`config.mk`:
```
export PLATFORM = sky130hd
export DESIGN_NAME = aesd_ram
export DESIGN_NICKNAME = d
export VERILOG_FILES = /design/src/rtl/aesd_ram.sv
export SDC_FILE = /design/constraint.sdc
export NUM_CORES = 1
export LEC_CHECK = 0
export ABC_CLOCK_PERIOD_IN_PS = 6890
export BUFFER_PORTS_ARGS = -buffer_cell sky130_fd_sc_hd__buf_2
export CAP_MARGIN = 5
export CORE_ASPECT_RATIO = 1.2
export CORE_MARGIN = 1
export CORE_UTILIZATION = 60
export CTS_BUF_LIST = sky130_fd_sc_hd__clkbuf_8
export CTS_CLUSTER_DIAMETER = 30
export CTS_CLUSTER_SIZE = 12
export DETAILED_ROUTE_END_ITERATION = 7
export GPL_TIMING_DRIVEN = 0
export MAX_ROUTING_LAYER = met4
export PLACE_DENSITY = 0.81
export SLEW_MARGIN = 10
export SYNTH_ARGS = -nofsm -noshare
export SYNTH_HDL_FRONTEND = slang
export SYNTH_SLANG_ARGS = --single-unit
```
`constraint.sdc`:
```
create_clock -name clk -period 6.89 [get_ports clk]
set_input_delay 1.378 -clock clk [delete_from_list [all_inputs] [get_ports clk]]
set_output_delay 1.378 -clock clk [all_outputs]
set_load 0.05 [all_outputs]
```
`src/rtl/aesd_ram.sv`:
```
// Generic simple dual-port RAM (one write port, one read port) with registered read.
`timescale 1ns / 1ps
module aesd_ram #(
  parameter int unsigned Width = 64,
  parameter int unsigned Depth = 22
) (
  input  logic                     clk,
  input  logic                     we,
  input  logic [$clog2(Depth)-1:0] waddr,
  input  logic [Width-1:0]         wdata,
  input  logic [$clog2(Depth)-1:0] raddr,
  output logic [Width-1:0]         rdata
);
  logic [Width-1:0] mem [Depth];

  always_ff @(posedge clk) begin
    if (we) mem[waddr] <= wdata;
    rdata <= mem[raddr];
  end
endmodule

```
==> out/qor.json <==
{
  "yosys": {
    "netlist_instances": 2751,
    "synth_seq_cells": 1472,
    "asyncSetResetFlopFracSynth": 0,
    "synth.distinct_cells": 28,
    "seq_total_area_yosys": 0.787,
    "syn-num-nets": 2827,
    "synthesis.area_per_instance_um2": 20.1,
    "yosysMostFrequentCell": "sky130_fd_sc_hd__edfxtp_1",
    "yosys_warnings": 0,
    "synthesis.area_mm2": 0.0553,
    "netlist_top_cells_area": "sky130_fd_sc_hd__edfxtp_1 76%, sky130_fd_sc_hd__mux2i_1 8.1%, sky130_fd_sc_hd__mux4_2 5.2%",
    "synth_top_cell_by_area": "sky130_fd_sc_hd__edfxtp_1",
    "predominant_post_synthesis_flop_cell": "sky130_fd_sc_hd__edfxtp_1",
    "number_of_enable_flip_flop_cells_after_synthesis": 1408,
    "top_area_cell_type_share_of_the_netlist_area": 0.764,
    "synth.top_cells.by_count": "1408 x sky130_fd_sc_hd__edfxtp_1, 448 x sky130_fd_sc_hd__mux2i_1, 192 x sky130_fd_sc_hd__a22oi_1"
  },
  "global_route": {
    "grt_first_pass_wirelength_um": 187000,
    "vias_in_the_first_global_route": 29923,
    "largest_net_degree_at_the_start_of_global_routing": 28,
    "grt_antenna_before_repair": 9,
    "grtUsageTotal": 0.286,
    "global_route.overflow_total": 0
  },
  "cells_and_area": {
    "multi_input_comb_area_mm2": 0.0110,
    "ff_latch_area_mm2": 0.0436,
    "fraction_of_layout_cells_with_a_size_suffix_above_1": 0.225,
    "growth_of_design_area_from_synthesis_to_finish_pct": 14.0,
    "nFillCells": 5298,
    "finalCoreUtilization": 0.693,
    "nets": 3210,
    "finish.instance_area_mm2": 0.0631,
    "number_of_standard_cells_in_the_final_layout_excluding_fillers": 4525
  },
  "clock_network": {
    "clk_path_buf_depth": 3,
    "clock-root-buffer": "sky130_fd_sc_hd__clkbuf_8",
    "cts_tree": "yes",
    "clk_pin_slew_ns": 0.08,
    "cts_resized": 0,
    "cts-htree-levels": 4,
    "cts_buffers": 189,
    "clkSinkCount": 1472,
    "post_cts_buffers": 0,
    "cts_hold_repair.buffers": 0,
    "insertion_delay_ns": 0.88
  },
  "timing": {
    "hold_viol": 0,
    "relative_slew_slack": 0.111,
    "rsz0062_at_grt": "false",
    "timing.final.crit_share": 0.445,
    "fin_worst_skew_ns": 0.0338,
    "worst_slew_pin_slew_ns": 1.33,
    "fmax_mhz": 326,
    "timing.final.max_slew_violations": 0,
    "final_critical_delay_including_setup_and_external_delays_ns": 3.07,
    "timing.final.setup_violations": 0
  },
  "drt": {
    "viasPerCell": 6.37,
    "firstDrtPassIters": 6,
    "antenna_left": 0,
    "vias_after_detailed_routing": 28838,
    "postRouteWirelength_um": 128000,
    "drc": 0,
    "starting_drt_drc_count": 3775,
    "routedWlPerCell_um": 28.3
  },
  "worst_hold_path": {
    "timing.hold.worst.start": "mem[12][28]",
    "whs_path_depth": 3,
    "holdPathEnd": "rdata[28]",
    "path_type_of_the_worst_min_delay_path": "flop to flop"
  },
  "worst_setup_path": {
    "critical_path.max_fanout": 10,
    "reg2reg_setup_slack_ns": 5.16,
    "worst_r2r_endpoint": "rdata[51]",
    "endpoint_kind": "flop",
    "worstSetupStartpointType": "primary input",
    "cp.arrival_ns": 3.78,
    "worst_reg_to_reg_cells": 4,
    "timing.critical_path.required_ns": 7.61,
    "r2r-start": "mem[4][51]",
    "critical_path_class": "primary input to flop"
  },
  "floorplan": {
    "std_cell_rows": 121,
    "die_height_um": 335,
    "die_x_extent_um": 279,
    "die-area_mm2": 0.0934,
    "initial_utilization": 0.608,
    "io_pins": 140,
    "floorplan.core_area_mm2": 0.0910
  },
  "placement": {
    "place.detailed.instances": 4173,
    "placedInstanceArea_mm2": 0.0589,
    "final_hpwl_from_detailed_placement_um": 79300,
    "finalWeightedCongestion": 0.817,
    "io_buffers": 137
  },
  "pwr": {
    "seq_power_share": 0.553,
    "total_power_mw": 18.0,
    "p_sw_frac": 0.231,
    "share_clk_of_total_power": 0.389,
    "power_per_cell_area_mw_per_mm2": 286,
    "internal_power_mw": 13.9,
    "power.leakage_nw": 21.2,
    "switchingPower_mw": 4.17,
    "max-vdd-ir-drop_v": 0.000166,
    "comb_power_share": 0.058
  },
  "status": {
    "run_status": "complete, no violations"
  },
  "flow_run": {
    "max_cap_violations": 0
  }
}
==> final cells by class <==
type	count	area share
antenna	4	0.000159
tap	1230	0.0244
multi-input combinational	1130	0.174
clock buffer	197	0.0430
sequential	1472	0.691
timing repair buffer	192	0.0289
clock inverter	151	0.0239
buffer	149	0.0153
==> logic make-up (layout without fill, tap and decap cells) <==
family,after synthesis,count (layout),synth area share
other,0,4,0
buffers and inverters,149,689,0.0175
AOI/OAI and AO/OA,256,256,0.0347
DFF,1472,1472,0.787
and+or+nand+nor,298,298,0.0274
muxes,576,576,0.133
==> cells in the final DEF (no fill, tap or decap), types with 2 or more instances in the layout <==
master                       instances
sky130_fd_sc_hd__edfxtp_1         1408
sky130_fd_sc_hd__mux2i_1           448
sky130_fd_sc_hd__clkbuf_8          197
sky130_fd_sc_hd__a22oi_1           192
sky130_fd_sc_hd__buf_2             158
sky130_fd_sc_hd__mux4_2            128
sky130_fd_sc_hd__nand2_1            66
sky130_fd_sc_hd__nor2_1             66
sky130_fd_sc_hd__nand4_1            64
sky130_fd_sc_hd__nor2b_1            64
sky130_fd_sc_hd__a211oi_1           64
sky130_fd_sc_hd__dfxtp_1            64
sky130_fd_sc_hd__clkbuf_1           53
sky130_fd_sc_hd__buf_12             48
sky130_fd_sc_hd__buf_6              39
sky130_fd_sc_hd__clkinv_2           26
sky130_fd_sc_hd__clkinvlp_4         25
sky130_fd_sc_hd__buf_4              23
sky130_fd_sc_hd__nor2_4             22
sky130_fd_sc_hd__bufinv_16          22
sky130_fd_sc_hd__inv_1              20
sky130_fd_sc_hd__inv_6              19
sky130_fd_sc_hd__clkinv_1           17
sky130_fd_sc_hd__clkinv_4           12
sky130_fd_sc_hd__buf_1              11
sky130_fd_sc_hd__inv_8               9
sky130_fd_sc_hd__buf_16              6
sky130_fd_sc_hd__diode_2             4
sky130_fd_sc_hd__nand3b_1            4
sky130_fd_sc_hd__nor4b_1             2
sky130_fd_sc_hd__clkbuf_4            2
sky130_fd_sc_hd__or3b_2              2
==> power by group through the flow <==
stage	registers (mW)	clock network [mW]	logic [mW]
after floorplan	10.3	0	0.454
after global placement	10.2	0	0.969
after detailed placement	10.2	0	1.03
after CTS	9.98	7.07	1.04
after global routing	9.98	7.42	1.09
final	9.98	7.02	1.04
==> per-stage QoR <==
step	setup WS (ns)	hold WS (ns)	setup TNS (ns)
final	3.82	0.701	0
after global routing	3.84	0.745	0
after CTS	3.86	0.706	0
after detailed placement	2.94	0.689	0
after global placement	-1.18	0.689	-1109.30
after floorplan	1.72	0.610	0
==> state kept, by name (all words and copies together), names as in the netlist <==
signal	cells
rdata	64
mem	1408
==> critical path: stages <==
cell,delay (ns)
sky130_fd_sc_hd__buf_2,0.20
sky130_fd_sc_hd__buf_2,0.48
sky130_fd_sc_hd__buf_2,0.61
sky130_fd_sc_hd__clkbuf_1,0.55
sky130_fd_sc_hd__a211oi_1,0.16
sky130_fd_sc_hd__nor2_1,0.37
==> routing by layer <==
| metal | vias to the layer above | GRT usage | wire [um] |
|---|---|---|---|
| li1 | 12007 | - | - |
| met1 | 14679 | 0.362 | 46200 |
| met2 | 1804 | 0.456 | 64200 |
| met3 | 348 | 0.0505 | 12500 |
| met4 | 0 | 0.133 | 5250 |
| met5 | - | - | 0 |
==> how the worst max path moves through the flow <==
stage,startpoint,to
6_report,raddr[3],rdata[46]
5_1_grt,waddr[0],mem[8][55]
4_1_cts,raddr[3],rdata[46]
3_5_place_dp,raddr[3],rdata[46]
3_3_place_gp,waddr[0],mem[4][56]
2_1_floorplan,waddr[0],mem[0][0]
Note: power is estimated with default switching activity, not from simulation.
